**src/rtl/gol_enc_pkg.sv**
```systemverilog
// Shared constants and types of the Golomb encoder.
// No dependencies; every other file but the macros header imports this package.
`timescale 1ns / 1ps

package gol_enc_pkg;

  localparam int SAMPLE_BITS   = 16;
  localparam int CHUNK_BITS    = 32;
  localparam int MAX_CODE_BITS = 2048;
  localparam int DIV_W         = 16;
  localparam int B_W           = $clog2(DIV_W + 1);
  localparam int TAIL_W        = DIV_W + 1;
  localparam int LEN_W         = 12;
  localparam int FULL_LEN_W    = SAMPLE_BITS + 2;
  localparam int CNT_W         = 6;
  localparam int DIV_CNT_W     = $clog2(SAMPLE_BITS);
  localparam int FIFO_DEPTH    = 2;
  localparam int FIFO_PTR_W    = $clog2(FIFO_DEPTH);
  localparam int FIFO_CNT_W    = $clog2(FIFO_DEPTH + 1);

  localparam logic [DIV_W-1:0] DIVISOR_RESET = DIV_W'(4);

  // One classified sample: the unary stop bit followed by the binary part,
  // the total code length and the overflow flag.
  typedef struct packed {
    logic              too_long;
    logic [LEN_W-1:0]  len;
    logic [TAIL_W-1:0] tail;
  } gol_enc_desc_t;

endpackage

```
**src/rtl/gol_enc_if.sv**
```systemverilog
// Valid/ready channel interfaces for samples and code chunks.
// Depends on gol_enc_pkg.
`timescale 1ns / 1ps

interface gol_enc_in_if import gol_enc_pkg::*; ();
  logic                          valid;
  logic                          ready;
  logic signed [SAMPLE_BITS-1:0] sample;

  modport source (output valid, output sample, input ready);
  modport sink   (input valid, input sample, output ready);
endinterface

interface gol_enc_out_if import gol_enc_pkg::*; ();
  logic                  valid;
  logic                  ready;
  logic [CHUNK_BITS-1:0] code_bits;
  logic [CNT_W-1:0]      bit_count;
  logic                  last_chunk;
  logic [LEN_W-1:0]      code_length;
  logic                  too_long;

  modport source (output valid, output code_bits, output bit_count, output last_chunk,
                  output code_length, output too_long, input ready);
  modport sink   (input valid, input code_bits, input bit_count, input last_chunk,
                  input code_length, input too_long, output ready);
endinterface

```
**src/rtl/golomb_encoder_top.sv**
```systemverilog
// Golomb encoder with zigzag sign folding: front end, descriptor queue, back end.
// The front end takes no new sample until its one-bit-per-cycle restoring
// divider (16 steps) is done and the descriptor is in the queue; chunks of a
// code leave the back end one per cycle while the sink is ready.
// Reset is asynchronous, active low: divisor returns to 4, queue and output empty.
`timescale 1ns / 1ps

module golomb_encoder_top import gol_enc_pkg::*; (
  input  logic             clk_i,
  input  logic             rst_ni,
  input  logic             divisor_we_i,
  input  logic [DIV_W-1:0] divisor_wdata_i,
  gol_enc_in_if.sink       smp_i,
  gol_enc_out_if.source    code_o
);

  // The front end accepts one sample at a time. It folds the sign so that
  // small magnitudes of either sign give small codes, then runs a restoring
  // division against the divisor that was latched with the sample, so a
  // divisor write between samples never disturbs one in flight. A divisor
  // of zero is treated as one, which gives a pure unary code.
  //
  // Once the quotient and remainder are known the front end forms a compact
  // descriptor: the stop bit together with the truncated-binary remainder,
  // the total length and a flag for codes longer than the maximum. The
  // leading zeros of the unary part are implied by the length and are not
  // stored.
  //
  // The two-entry queue lets the front end start dividing the next sample
  // while the back end is still streaming out a long code, and lets the
  // back end keep sending while the front end is busy.
  //
  // The back end places the descriptor tail against the remaining length to
  // form each 32-bit chunk, one per cycle while the sink keeps up, into an
  // output register. That register is refilled in the same cycle as its
  // transfer, so a stalled sink costs nothing beyond the stall itself. An
  // over-long code produces a single flagged chunk with no bits.

  gol_enc_desc_t push_data, pop_data;
  logic          push_valid, push_ready;
  logic          pop_valid, pop_ready;

  gol_enc_front u_front (
    .clk_i           (clk_i),
    .rst_ni          (rst_ni),
    .divisor_we_i    (divisor_we_i),
    .divisor_wdata_i (divisor_wdata_i),
    .smp_i           (smp_i),
    .push_valid_o    (push_valid),
    .push_ready_i    (push_ready),
    .push_data_o     (push_data)
  );

  gol_enc_fifo u_fifo (
    .clk_i        (clk_i),
    .rst_ni       (rst_ni),
    .push_valid_i (push_valid),
    .push_ready_o (push_ready),
    .push_data_i  (push_data),
    .pop_valid_o  (pop_valid),
    .pop_ready_i  (pop_ready),
    .pop_data_o   (pop_data)
  );

  gol_enc_back u_back (
    .clk_i       (clk_i),
    .rst_ni      (rst_ni),
    .pop_valid_i (pop_valid),
    .pop_ready_o (pop_ready),
    .pop_data_i  (pop_data),
    .code_o      (code_o)
  );

endmodule

```
**src/rtl/gol_enc_fifo.sv**
```systemverilog
// Short descriptor queue between the front and the back of the encoder.
// Depends on gol_enc_pkg.
`timescale 1ns / 1ps

module gol_enc_fifo import gol_enc_pkg::*; (
  input  logic          clk_i,
  input  logic          rst_ni,
  input  logic          push_valid_i,
  output logic          push_ready_o,
  input  gol_enc_desc_t push_data_i,
  output logic          pop_valid_o,
  input  logic          pop_ready_i,
  output gol_enc_desc_t pop_data_o
);

  gol_enc_desc_t           entry_q [FIFO_DEPTH];
  logic [FIFO_PTR_W-1:0]   wr_ptr_q, wr_ptr_d;
  logic [FIFO_PTR_W-1:0]   rd_ptr_q, rd_ptr_d;
  logic [FIFO_CNT_W-1:0]   count_q, count_d;
  logic                    push, pop;

  assign push_ready_o = (count_q != FIFO_CNT_W'(FIFO_DEPTH));
  assign pop_valid_o  = (count_q != '0);
  assign pop_data_o   = entry_q[rd_ptr_q];

  assign push = push_valid_i && push_ready_o;
  assign pop  = pop_valid_o && pop_ready_i;

  always_comb begin
    wr_ptr_d = push ? wr_ptr_q + FIFO_PTR_W'(1) : wr_ptr_q;
    rd_ptr_d = pop ? rd_ptr_q + FIFO_PTR_W'(1) : rd_ptr_q;
    count_d  = count_q;
    if (push && !pop) begin
      count_d = count_q + FIFO_CNT_W'(1);
    end else if (pop && !push) begin
      count_d = count_q - FIFO_CNT_W'(1);
    end
  end

  always_ff @(posedge clk_i or negedge rst_ni) begin
    if (!rst_ni) begin
      wr_ptr_q <= '0;
      rd_ptr_q <= '0;
      count_q  <= '0;
    end else begin
      wr_ptr_q <= wr_ptr_d;
      rd_ptr_q <= rd_ptr_d;
      count_q  <= count_d;
    end
  end

  always_ff @(posedge clk_i) begin
    if (push) begin
      entry_q[wr_ptr_q] <= push_data_i;
    end
  end

endmodule

```
**src/rtl/gol_enc_front.sv**
```systemverilog
// Front end: holds the divisor, takes samples, folds the sign, divides
// one quotient bit per cycle and classifies the code. Depends on gol_enc_pkg.
`timescale 1ns / 1ps

module gol_enc_front import gol_enc_pkg::*; (
  input  logic               clk_i,
  input  logic               rst_ni,
  input  logic               divisor_we_i,
  input  logic [DIV_W-1:0]   divisor_wdata_i,
  gol_enc_in_if.sink         smp_i,
  output logic               push_valid_o,
  input  logic               push_ready_i,
  output gol_enc_desc_t      push_data_o
);

  localparam logic [1:0] ST_IDLE = 2'd0;
  localparam logic [1:0] ST_DIV  = 2'd1;
  localparam logic [1:0] ST_PUSH = 2'd2;

  function automatic logic [SAMPLE_BITS-1:0] zigzag(input logic [SAMPLE_BITS-1:0] n);
    logic [SAMPLE_BITS-1:0] sgn;
    sgn = {SAMPLE_BITS{n[SAMPLE_BITS-1]}};
    return {n[SAMPLE_BITS-2:0], 1'b0} ^ sgn;
  endfunction

  // Bit length of m-1, which is ceil(log2 m) for m >= 1.
  function automatic logic [B_W-1:0] ceil_log2(input logic [DIV_W-1:0] m);
    logic [DIV_W-1:0] mm1;
    logic [B_W-1:0]   b;
    mm1 = m - DIV_W'(1);
    b   = '0;
    for (int i = 0; i < DIV_W; i++) begin
      if (mm1[i]) b = B_W'(i + 1);
    end
    return b;
  endfunction

  logic [1:0]             state_q, state_d;
  logic [DIV_W-1:0]       divisor_q;
  logic [DIV_W-1:0]       m_q, m_d;
  logic [SAMPLE_BITS-1:0] quo_q, quo_d;
  logic [DIV_W-1:0]       rem_q, rem_d;
  logic [DIV_CNT_W-1:0]   cnt_q, cnt_d;
  logic [B_W-1:0]         b_q, b_d;
  logic                   pow2_q, pow2_d;
  logic [TAIL_W-1:0]      u_q, u_d;

  logic [DIV_W:0]         trial;
  logic                   ge;
  logic                   accept;

  logic                   short_code;
  logic [B_W-1:0]         nb;
  logic [TAIL_W-1:0]      val;
  logic [FULL_LEN_W-1:0]  len_full;

  assign smp_i.ready = (state_q == ST_IDLE);
  assign accept      = smp_i.valid && smp_i.ready;

  assign trial = {rem_q, quo_q[SAMPLE_BITS-1]};
  assign ge    = (trial >= {1'b0, m_q});

  always_comb begin
    state_d = state_q;
    m_d     = m_q;
    quo_d   = quo_q;
    rem_d   = rem_q;
    cnt_d   = cnt_q;
    b_d     = b_q;
    pow2_d  = pow2_q;
    u_d     = u_q;
    unique case (state_q)
      ST_IDLE: begin
        if (accept) begin
          m_d     = (divisor_q == '0) ? DIV_W'(1) : divisor_q;
          quo_d   = zigzag(smp_i.sample);
          rem_d   = '0;
          cnt_d   = '0;
          b_d     = ceil_log2(m_d);
          pow2_d  = ((m_d & (m_d - DIV_W'(1))) == '0);
          u_d     = (TAIL_W'(1) << b_d) - TAIL_W'(m_d);
          state_d = ST_DIV;
        end
      end
      ST_DIV: begin
        rem_d = ge ? DIV_W'(trial - {1'b0, m_q}) : trial[DIV_W-1:0];
        quo_d = {quo_q[SAMPLE_BITS-2:0], ge};
        cnt_d = cnt_q + DIV_CNT_W'(1);
        if (cnt_q == DIV_CNT_W'(SAMPLE_BITS - 1)) begin
          state_d = ST_PUSH;
        end
      end
      ST_PUSH: begin
        if (push_ready_i) begin
          state_d = ST_IDLE;
        end
      end
      default: begin
        state_d = ST_IDLE;
      end
    endcase
  end

  // Truncated binary: short form of b-1 bits below the threshold u.
  always_comb begin
    short_code = !pow2_q && ({1'b0, rem_q} < u_q);
    nb         = (short_code) ? b_q - B_W'(1) : b_q;
    val        = (pow2_q || short_code) ? {1'b0, rem_q} : {1'b0, rem_q} + u_q;
    len_full   = FULL_LEN_W'(quo_q) + FULL_LEN_W'(1) + FULL_LEN_W'(nb);
    push_data_o.tail     = (TAIL_W'(1) << nb) | val;
    push_data_o.len      = len_full[LEN_W-1:0];
    push_data_o.too_long = (len_full > FULL_LEN_W'(MAX_CODE_BITS));
  end

  assign push_valid_o = (state_q == ST_PUSH);

  always_ff @(posedge clk_i or negedge rst_ni) begin
    if (!rst_ni) begin
      state_q   <= ST_IDLE;
      divisor_q <= DIVISOR_RESET;
    end else begin
      state_q <= state_d;
      if (divisor_we_i) begin
        divisor_q <= divisor_wdata_i;
      end
    end
  end

  always_ff @(posedge clk_i) begin
    m_q    <= m_d;
    quo_q  <= quo_d;
    rem_q  <= rem_d;
    cnt_q  <= cnt_d;
    b_q    <= b_d;
    pow2_q <= pow2_d;
    u_q    <= u_d;
  end

endmodule

```
**src/rtl/gol_enc_back.sv**
```systemverilog
// Back end: cuts each classified code into chunks and holds them in the
// output register until transferred. Depends on gol_enc_pkg.
`timescale 1ns / 1ps

module gol_enc_back import gol_enc_pkg::*; (
  input  logic          clk_i,
  input  logic          rst_ni,
  input  logic          pop_valid_i,
  output logic          pop_ready_o,
  input  gol_enc_desc_t pop_data_i,
  gol_enc_out_if.source code_o
);

  localparam int WIDE_W = TAIL_W + CHUNK_BITS;

  logic                  out_valid_q;
  logic [CHUNK_BITS-1:0] code_bits_q;
  logic [CNT_W-1:0]      bit_count_q;
  logic                  last_chunk_q;
  logic [LEN_W-1:0]      code_length_q;
  logic                  too_long_q;

  logic                  started_q;
  logic [LEN_W-1:0]      rem_q;

  logic [LEN_W-1:0]      rem;
  logic                  last;
  logic                  load;
  logic [WIDE_W-1:0]     wide;

  // rem counts code bits not yet sent; the tail ends exactly at bit rem.
  assign rem  = started_q ? rem_q : pop_data_i.len;
  assign last = pop_data_i.too_long || (rem <= LEN_W'(CHUNK_BITS));
  assign wide = {pop_data_i.tail, {CHUNK_BITS{1'b0}}} >> rem;
  assign load = pop_valid_i && (!out_valid_q || code_o.ready);

  assign pop_ready_o = load && last;

  always_ff @(posedge clk_i or negedge rst_ni) begin
    if (!rst_ni) begin
      out_valid_q <= 1'b0;
      started_q   <= 1'b0;
    end else begin
      if (load) begin
        out_valid_q <= 1'b1;
        started_q   <= !last;
      end else if (code_o.ready) begin
        out_valid_q <= 1'b0;
      end
    end
  end

  always_ff @(posedge clk_i) begin
    if (load) begin
      rem_q <= rem - LEN_W'(CHUNK_BITS);
      if (pop_data_i.too_long) begin
        code_bits_q   <= '0;
        bit_count_q   <= '0;
        last_chunk_q  <= 1'b1;
        code_length_q <= '0;
        too_long_q    <= 1'b1;
      end else begin
        code_bits_q   <= wide[CHUNK_BITS-1:0];
        bit_count_q   <= last ? rem[CNT_W-1:0] : CNT_W'(CHUNK_BITS);
        last_chunk_q  <= last;
        code_length_q <= last ? pop_data_i.len : '0;
        too_long_q    <= 1'b0;
      end
    end
  end

  assign code_o.valid       = out_valid_q;
  assign code_o.code_bits   = code_bits_q;
  assign code_o.bit_count   = bit_count_q;
  assign code_o.last_chunk  = last_chunk_q;
  assign code_o.code_length = code_length_q;
  assign code_o.too_long    = too_long_q;

endmodule

```
**src/flat_wrapper.sv**
```systemverilog
// flat-port wrapper written by rule: the top's interface ports become plain ports
module golomb_encoder_top_flat import gol_enc_pkg::*;
  (clk_i, rst_ni, divisor_we_i, divisor_wdata_i, smp_i_valid, smp_i_sample, smp_i_ready, code_o_valid, code_o_code_bits, code_o_bit_count, code_o_last_chunk, code_o_code_length, code_o_too_long, code_o_ready);
  gol_enc_in_if smp_i_i ();
  gol_enc_out_if code_o_i ();
  input  logic clk_i;
  input  logic rst_ni;
  input  logic divisor_we_i;
  input  logic [DIV_W-1:0] divisor_wdata_i;
  input wire logic [$bits(smp_i_i.valid)-1:0] smp_i_valid;
  input wire logic [$bits(smp_i_i.sample)-1:0] smp_i_sample;
  output wire logic [$bits(smp_i_i.ready)-1:0] smp_i_ready;
  output wire logic [$bits(code_o_i.valid)-1:0] code_o_valid;
  output wire logic [$bits(code_o_i.code_bits)-1:0] code_o_code_bits;
  output wire logic [$bits(code_o_i.bit_count)-1:0] code_o_bit_count;
  output wire logic [$bits(code_o_i.last_chunk)-1:0] code_o_last_chunk;
  output wire logic [$bits(code_o_i.code_length)-1:0] code_o_code_length;
  output wire logic [$bits(code_o_i.too_long)-1:0] code_o_too_long;
  input wire logic [$bits(code_o_i.ready)-1:0] code_o_ready;
  assign smp_i_i.valid = smp_i_valid;
  assign smp_i_i.sample = smp_i_sample;
  assign smp_i_ready = smp_i_i.ready;
  assign code_o_valid = code_o_i.valid;
  assign code_o_code_bits = code_o_i.code_bits;
  assign code_o_bit_count = code_o_i.bit_count;
  assign code_o_last_chunk = code_o_i.last_chunk;
  assign code_o_code_length = code_o_i.code_length;
  assign code_o_too_long = code_o_i.too_long;
  assign code_o_i.ready = code_o_ready;
  golomb_encoder_top u_core (.clk_i(clk_i), .rst_ni(rst_ni), .divisor_we_i(divisor_we_i), .divisor_wdata_i(divisor_wdata_i), .smp_i(smp_i_i), .code_o(code_o_i));
endmodule
```
**config.mk**
```make
export PLATFORM = sky130hd
export DESIGN_NAME = golomb_encoder_top_flat
export DESIGN_NICKNAME = d
export VERILOG_FILES = /design/src/rtl/gol_enc_pkg.sv /design/src/rtl/gol_enc_if.sv /design/src/rtl/golomb_encoder_top.sv /design/src/rtl/gol_enc_fifo.sv /design/src/rtl/gol_enc_front.sv /design/src/rtl/gol_enc_back.sv /design/src/flat_wrapper.sv
export SDC_FILE = /design/constraint.sdc
export NUM_CORES = 1
export LEC_CHECK = 0
export BUFFER_PORTS_ARGS = -buffer_cell sky130_fd_sc_hd__buf_2
export CORE_MARGIN = 8
export CORE_UTILIZATION = 50
export CTS_BUF_LIST = sky130_fd_sc_hd__clkbuf_8 sky130_fd_sc_hd__clkbuf_16
export CTS_CLUSTER_DIAMETER = 40
export DETAILED_ROUTE_END_ITERATION = 10
export GPL_TIMING_DRIVEN = 0
export HOLD_SLACK_MARGIN = 0.15
export PLACE_DENSITY_LB_ADDON = 0.3
export RECOVER_POWER = 100
export SLEW_MARGIN = 20
export SYNTH_ARGS = -nofsm -noshare
export SYNTH_HDL_FRONTEND = slang
export SYNTH_SLANG_ARGS = --single-unit
```
**constraint.sdc**
```tcl
create_clock -name clk_i -period 5.8 [get_ports clk_i]
set_clock_uncertainty 0.1 [all_clocks]
set_input_delay 0.58 -clock clk_i [delete_from_list [all_inputs] [get_ports clk_i]]
set_output_delay 0.58 -clock clk_i [all_outputs]
set_load 0.005 [all_outputs]
```
### After elaboration in Yosys (flattened, before gate mapping)

Memory sizes are Yosys's and may differ from the RTL's.
Index checks and enable logic that the tools add are counted.

| word-level totals | value |
|---|---|
| RAM bits | 60 |
| logic and storage cells | 121 |
| input bits | 37 |
| bits in registers | 163 |
| memories kept | 1 |
| output and inout bits | 54 |

Memory list:

| memory | words | bits a word | rd ports | clocked after memory_dff | write ports | RTL line | text |
|---|---|---|---|---|---|---|---|
| u_core.u_fifo.entry_q | 2 | 30 | 1 | 0 | 1 | gol_enc_fifo.sv:16 | `gol_enc_desc_t entry_q [FIFO_DEPTH];` |

| operators by class | value |
|---|---|
| bitwise logic cells | 4 |
| magnitude comparators | 4 |
| multiplexer cells | 41 |
| add/sub/neg operators | 13 |
| equality and inequality tests | 7 |
| shift-type cells | 3 |
| reductions and logical operators | 27 |

Operator list:

| kind | count |
|---|---|
| 5-bit two-way mux | 18 |
| 16-bit two-way mux | 4 |
| 16-bit one-hot mux with 2 select lines | 2 |
| 49-bit by 12-bit right shift with 32-bit output | 1 |
| 1-bit by 5-bit << shifter with 17-bit output (first input constant) | 2 |
| 16-bit logical NOT | 2 |
| 17-bit by 5-bit adder with 18-bit output | 1 |
| 18-bit by 12-bit > comparator with 1-bit output (second input constant) | 1 |
| 16-bit by 1-bit adder with 17-bit output (second input constant) | 1 |
| 16-bit by 17-bit adder with 17-bit output | 1 |
| 17-bit by 16-bit >= comparator with 1-bit output | 1 |
| 16-bit by 17-bit less-than comparator with 1-bit output | 1 |
| 17-bit two-way mux | 1 |
| 17-bit OR | 1 |
| 17-bit by 16-bit subtractor with 17-bit output | 1 |
| 16-bit bitwise AND | 1 |
| 16-bit by 1-bit subtractor with 16-bit output (second input constant) | 1 |
| 16-bit subtractor | 1 |
| 16-bit XOR | 1 |
| 12-bit by 6-bit less-or-equal comparator with 1-bit output (second input constant) | 1 |
| 12-bit two-way mux | 1 |
| 12-bit by 6-bit subtractor with 12-bit output (second input constant) | 1 |
| 2-bit two-way mux | 5 |
| 1-bit logical AND | 8 |
| other kinds (23) | 41 |

### Longest topological paths before layout

| depth | value |
|---|---|
| depth after elaboration | 23 |
| gate-level depth with buffers | 28 |
| depth with buffers taken out | 28 |

### By module

A second synthesis with hierarchy kept.

| second synthesis, totals | value |
|---|---|
| cells, all modules | 1367 |
| area, all modules | 14397.6 um^2 |

By module, submodules not included:

| module | area an instance (um^2) | sequential area each (um^2) | instances | cells an instance |
|---|---|---|---|---|
| gol_enc_front | 7931.4 | 2703.8 | 1 | 875 |
| gol_enc_back | 4081.4 | 1971.9 | 1 | 381 |
| gol_enc_fifo | 2384.8 | 1901.8 | 1 | 111 |

### Worst setup path before layout

No wires, ideal clock.

| path | value |
|---|---|
| kind | reg-to-reg |
| start | register u_core.u_front.divisor_q[7] |
| end | register u_core.u_front.u_q[16] (data pin) |
| slack | 0.440 ns |
| stages on the path, launching flop included | 28 |
| arrival | 4.995 ns |
| setup time | 0.265 ns |
| period minus slack after synthesis | 5.360 ns |
| path buffers | 1 |
| cell sequence | dfrtp_1 nor3_1 and4_1 nand3_1 nor2_1 nor2_1 ha_1 nand3_1 ha_1 a21boi_0 o21ai_0 a21boi_0 o21ai_0 a21bo_2 a21bo_2 clkbuf_1 a211o_1 ha_1 fa_1 nor2b_1 o21ai_0 a21boi_0 o41ai_1 o21ai_0 o21ai_0 o2111ai_1 a21oi_1 xnor2_1 |

| on the way | value |
|---|---|
| word-level cells in the longest chain between the ends | 23 |

Ends and longest elaborated chain:

| what | RTL line | text |
|---|---|---|
| from (decl) | gol_enc_front.sv:39 | `logic [DIV_W-1:0] divisor_q;` |
| from (signal assigned) | gol_enc_front.sv:124 | `divisor_q <= divisor_wdata_i;` |
| 16-bit logical NOT | gol_enc_front.sv:75 | `m_d = (divisor_q == '0) ? DIV_W'(1) : divisor_q;` |
| 16-bit two-way mux (*) | gol_enc_front.sv:75 |  |
| 16-bit by 1-bit subtractor with 16-bit output | gol_enc_front.sv:30 | `mm1 = m - DIV_W'(1);` |
| 1-bit two-way mux | gol_enc_front.sv:33 | `if (mm1[i]) b = B_W'(i + 1);` |
| 5-bit two-way mux (15 in series) | gol_enc_front.sv:33 |  |
| 5-bit two-way mux | gol_enc_front.sv:74 | `if (accept) begin` |
| 5-bit two-way mux | gol_enc_front.sv:72 | `unique case (state_q)` |
| 1-bit by 5-bit << shifter with 17-bit output | gol_enc_front.sv:81 | `u_d = (TAIL_W'(1) << b_d) - TAIL_W'(m_d);` |
| 17-bit by 16-bit subtractor with 17-bit output (*) | gol_enc_front.sv:81 |  |
| to (signal assigned) | gol_enc_front.sv:136 | `u_q <= u_d;` |
| to (decl) | gol_enc_front.sv:46 | `logic [TAIL_W-1:0] u_q, u_d;` |

Every way passes the cells marked *; elsewhere a longest branch is shown, timed or not. The select of a mux whose other input is x is not followed.
A chain may end at the register's enable or synchronous reset.

### Worst setup path in the final report

| path | value |
|---|---|
| start | register u_core.u_front.divisor_q[6] |
| end | register u_core.u_front.u_q[16] (data pin) |

Same word-level chain as after synthesis.

==> metrics <==
status complete, but fails checks; failing checks capacitance limit, slew limit; vias 10,790; initial antenna violation count 0; crit share post-route 95.33%; n_diodes 0; largest cells by area after synthesis edfxtp_1 43%, ha_1 8.0%, dfrtp_1 4.1%; largest net degree at the start of global routing 40; DRC 0; Detailed Place HPWL 25.22 mm; Most used DFF post-synth edfxtp_1; Yosys warning count 0; Sink Count 223; Starting DRT DRC Count 788; total power 8559 uW; Ports 91; post-layout minimum cycle time 5529 ps; Lkg Pwr 0.006545 uW; GRT Total Usage 19.61%; clock root buffer clkbuf_16; num rows 61; first-pass GRT wire length 54.28 mm; syn avg cell area 10.27 sq um; setup ws final 270.8 ps; #FFs+latches synth 223; commonest non-fill, non-tap cell in the layout edfxtp_1; clk buf depth 3; worst min-delay path category in2reg; slew margin rel. -3.059%; CP arrival 5720 ps; Via density 5.641; H-tree Lvls 1; antenna viol nets, final 0; Die ar. 0.03372 sq mm; startpoint types register; CP max stage cell dfrtp_1; Final Hold Fails 0; VDD IR-drop max 251.7 uV; Slew Limit Fails 25; GRT overflow 0; Clk Latency, worst-skew pair 560 ps; Setup TNS 0 ps; most used cell, CP ha_1; fill count 2,336; ys async rst share 10.76%; Power Density 523.6 mW/mm^2; Post-Route Hold Slack 220.4 ps; initial core utilization 50.72%; Synthesized Nets 1,499; Post-synth EDFFs 199; area leader, netlist edfxtp_1; FMAX 180.9 MHz; Worst path max stage delay 410 ps; I/O Buffers 89; crit end category register; CP required 5990 ps; area delta synth->final 16.34%; post-route insts no fill 1,913; Setup CP Type reg2reg; vias in the first global route 10,610; Core Area 0.02771 sq mm; routability cong. 0.9503; Max FO, Critical Path 10; nets 1,643; Post-Syn Instances 1,368; layout cells sized above 1 14.72%; Die Y-Extent 183.6 um; total of max-cap violations 1; Final setup viols 0; chip width 183.6 um; DRT Pass-1 Iters 7; CTS Buf Count 29; worst-margin pin slew 1546 ps; synthesized area 0.01405 sq mm; top cell type's share of synthesized area 42.53%; placed cells 1,840; CTS tree done; routed wire length 33.26 mm; RSZ-0062 raised after global routing no; Synth cell types 80; sequential area share after synthesis 46.81%; most frequent cells in the layout 199 x edfxtp_1, 137 x nor2_1, 107 x inv_1, 107 x nand2_1, 100 x buf_2; routed len/inst 17.39 um; Reg clk slew, reported paths 60 ps; Setup WS pre-CTS -506.4 ps
[worst max-delay path, delay by kind of cell, from the launching register on]
family	cells	cell delay [ps]
AOI/OAI and AO/OA	14	2500
and+or+nand+nor	7	1140
adders and majority gates	4	1000
xor gates and xnor gates	1	130
DFF	1	410
[cell families (layout without fill, tap and decap cells)]
kind of cell | Yosys count | after routing | synth area share (%)
AOI/OAI and AO/OA | 287 | 287 | 13.42
buffers and inverters | 173 | 340 | 4.942
and+or+nand+nor | 436 | 436 | 14.75
xor gates and xnor gates | 75 | 75 | 4.675
DFF | 223 | 223 | 46.81
adders and majority gates | 94 | 94 | 8.584
muxes | 80 | 80 | 6.821
[per-stage QoR]
step / util [%] / area [sq um]
after floorplan: - / 14050
after CTS: 58.92 / 16320
after detailed placement: 54.58 / 15120
after global routing: 59.00 / 16350
final: 59.00 / 16350
after global placement: 54.03 / 14970
[cell usage after synthesis (18+ instances only)]
| library cell | instances |
|---|---|
| mux2i_1 | 50 |
| ha_1 | 90 |
| nand4_1 | 18 |
| edfxtp_1 | 199 |
| nand3_1 | 34 |
| inv_1 | 104 |
| xnor2_1 | 58 |
| nor2_1 | 140 |
| dfrtp_1 | 23 |
| clkbuf_1 | 47 |
| and3_1 | 18 |
| a21oi_1 | 76 |
| nor3_1 | 36 |
| o21ai_0 | 71 |
| nand2_1 | 108 |
[power breakdown]
part / total (uW) / internal [uW] / switching [uW]
logic: 4020 / 1620 / 2390
clock network: 1790 / 1070 / 723
registers: 2750 / 2450 / 296
total: 8560 / 5150 / 3410
[cell type report]
cell class                      instances  area, sq um  share of cell area, %
Multi-Input combinational cell        972         6848                  41.89
Clock inverter                         25        260.3                  1.592
Timing Repair Buffer                  115        775.7                  4.746
Inverter                              105        394.1                  2.411
Tap cell                              378        473.0                  2.893
Sequential cell                       223         6578                  40.24
Clock buffer                           29        725.7                  4.439
Buffer                                 66        292.8                  1.791
[routing by layer]
layer  vias to the layer above  part of all wire, %  global-route usage (%)
met4                         0                  4.8                   8.751
met2                       342                   49                   34.86
met5                         -                    0                       0
li1                       5276                    -                       -
met3                        98                  4.9                   2.451
met1                      5075                   41                   23.48
[timing repair]
item	in CTS	in global routing
resized for setup	10	11
endpoints found under the setup margin	4	6
hold buffers	18	0
pin swaps	2	4
hold endpoints to repair	40	0
gates cloned	0	0
buffers inserted	1	2
[flip-flops by register name (all words and copies together) (netlist names), 6 cells and up]
register / count
u_core.u_fifo.entry_q: 60
u_core.u_back.code_o.code_length: 12
u_core.u_back.code_o.bit_count: 6
u_core.u_front.quo_q: 16
u_core.u_front.rem_q: 16
u_core.u_back.rem_q: 12
u_core.u_front.u_q: 17
u_core.u_front.divisor_q: 16
u_core.u_back.code_o.code_bits: 32
u_core.u_front.m_q: 16
[final timing paths]
kind / from / slack [ps] / endpoint / depth (start not counted)
max: u_core.u_front.divisor_q[6] / 270 / u_core.u_front.u_q[16] / 26
min: smp_i_valid / 220 / u_core.u_front.state_q[0] / 3
max reg2reg: u_core.u_front.divisor_q[6] / 270 / u_core.u_front.u_q[16] / 26
min reg2reg: u_core.u_fifo.wr_ptr_q / 400 / u_core.u_fifo.wr_ptr_q / 1
max in group asynchronous: rst_ni / 3850 / u_core.u_front.divisor_q[4] / 2
min in group asynchronous: rst_ni / 850 / u_core.u_front.state_q[0] / 2
Note: power is estimated with default switching activity, not from simulation.
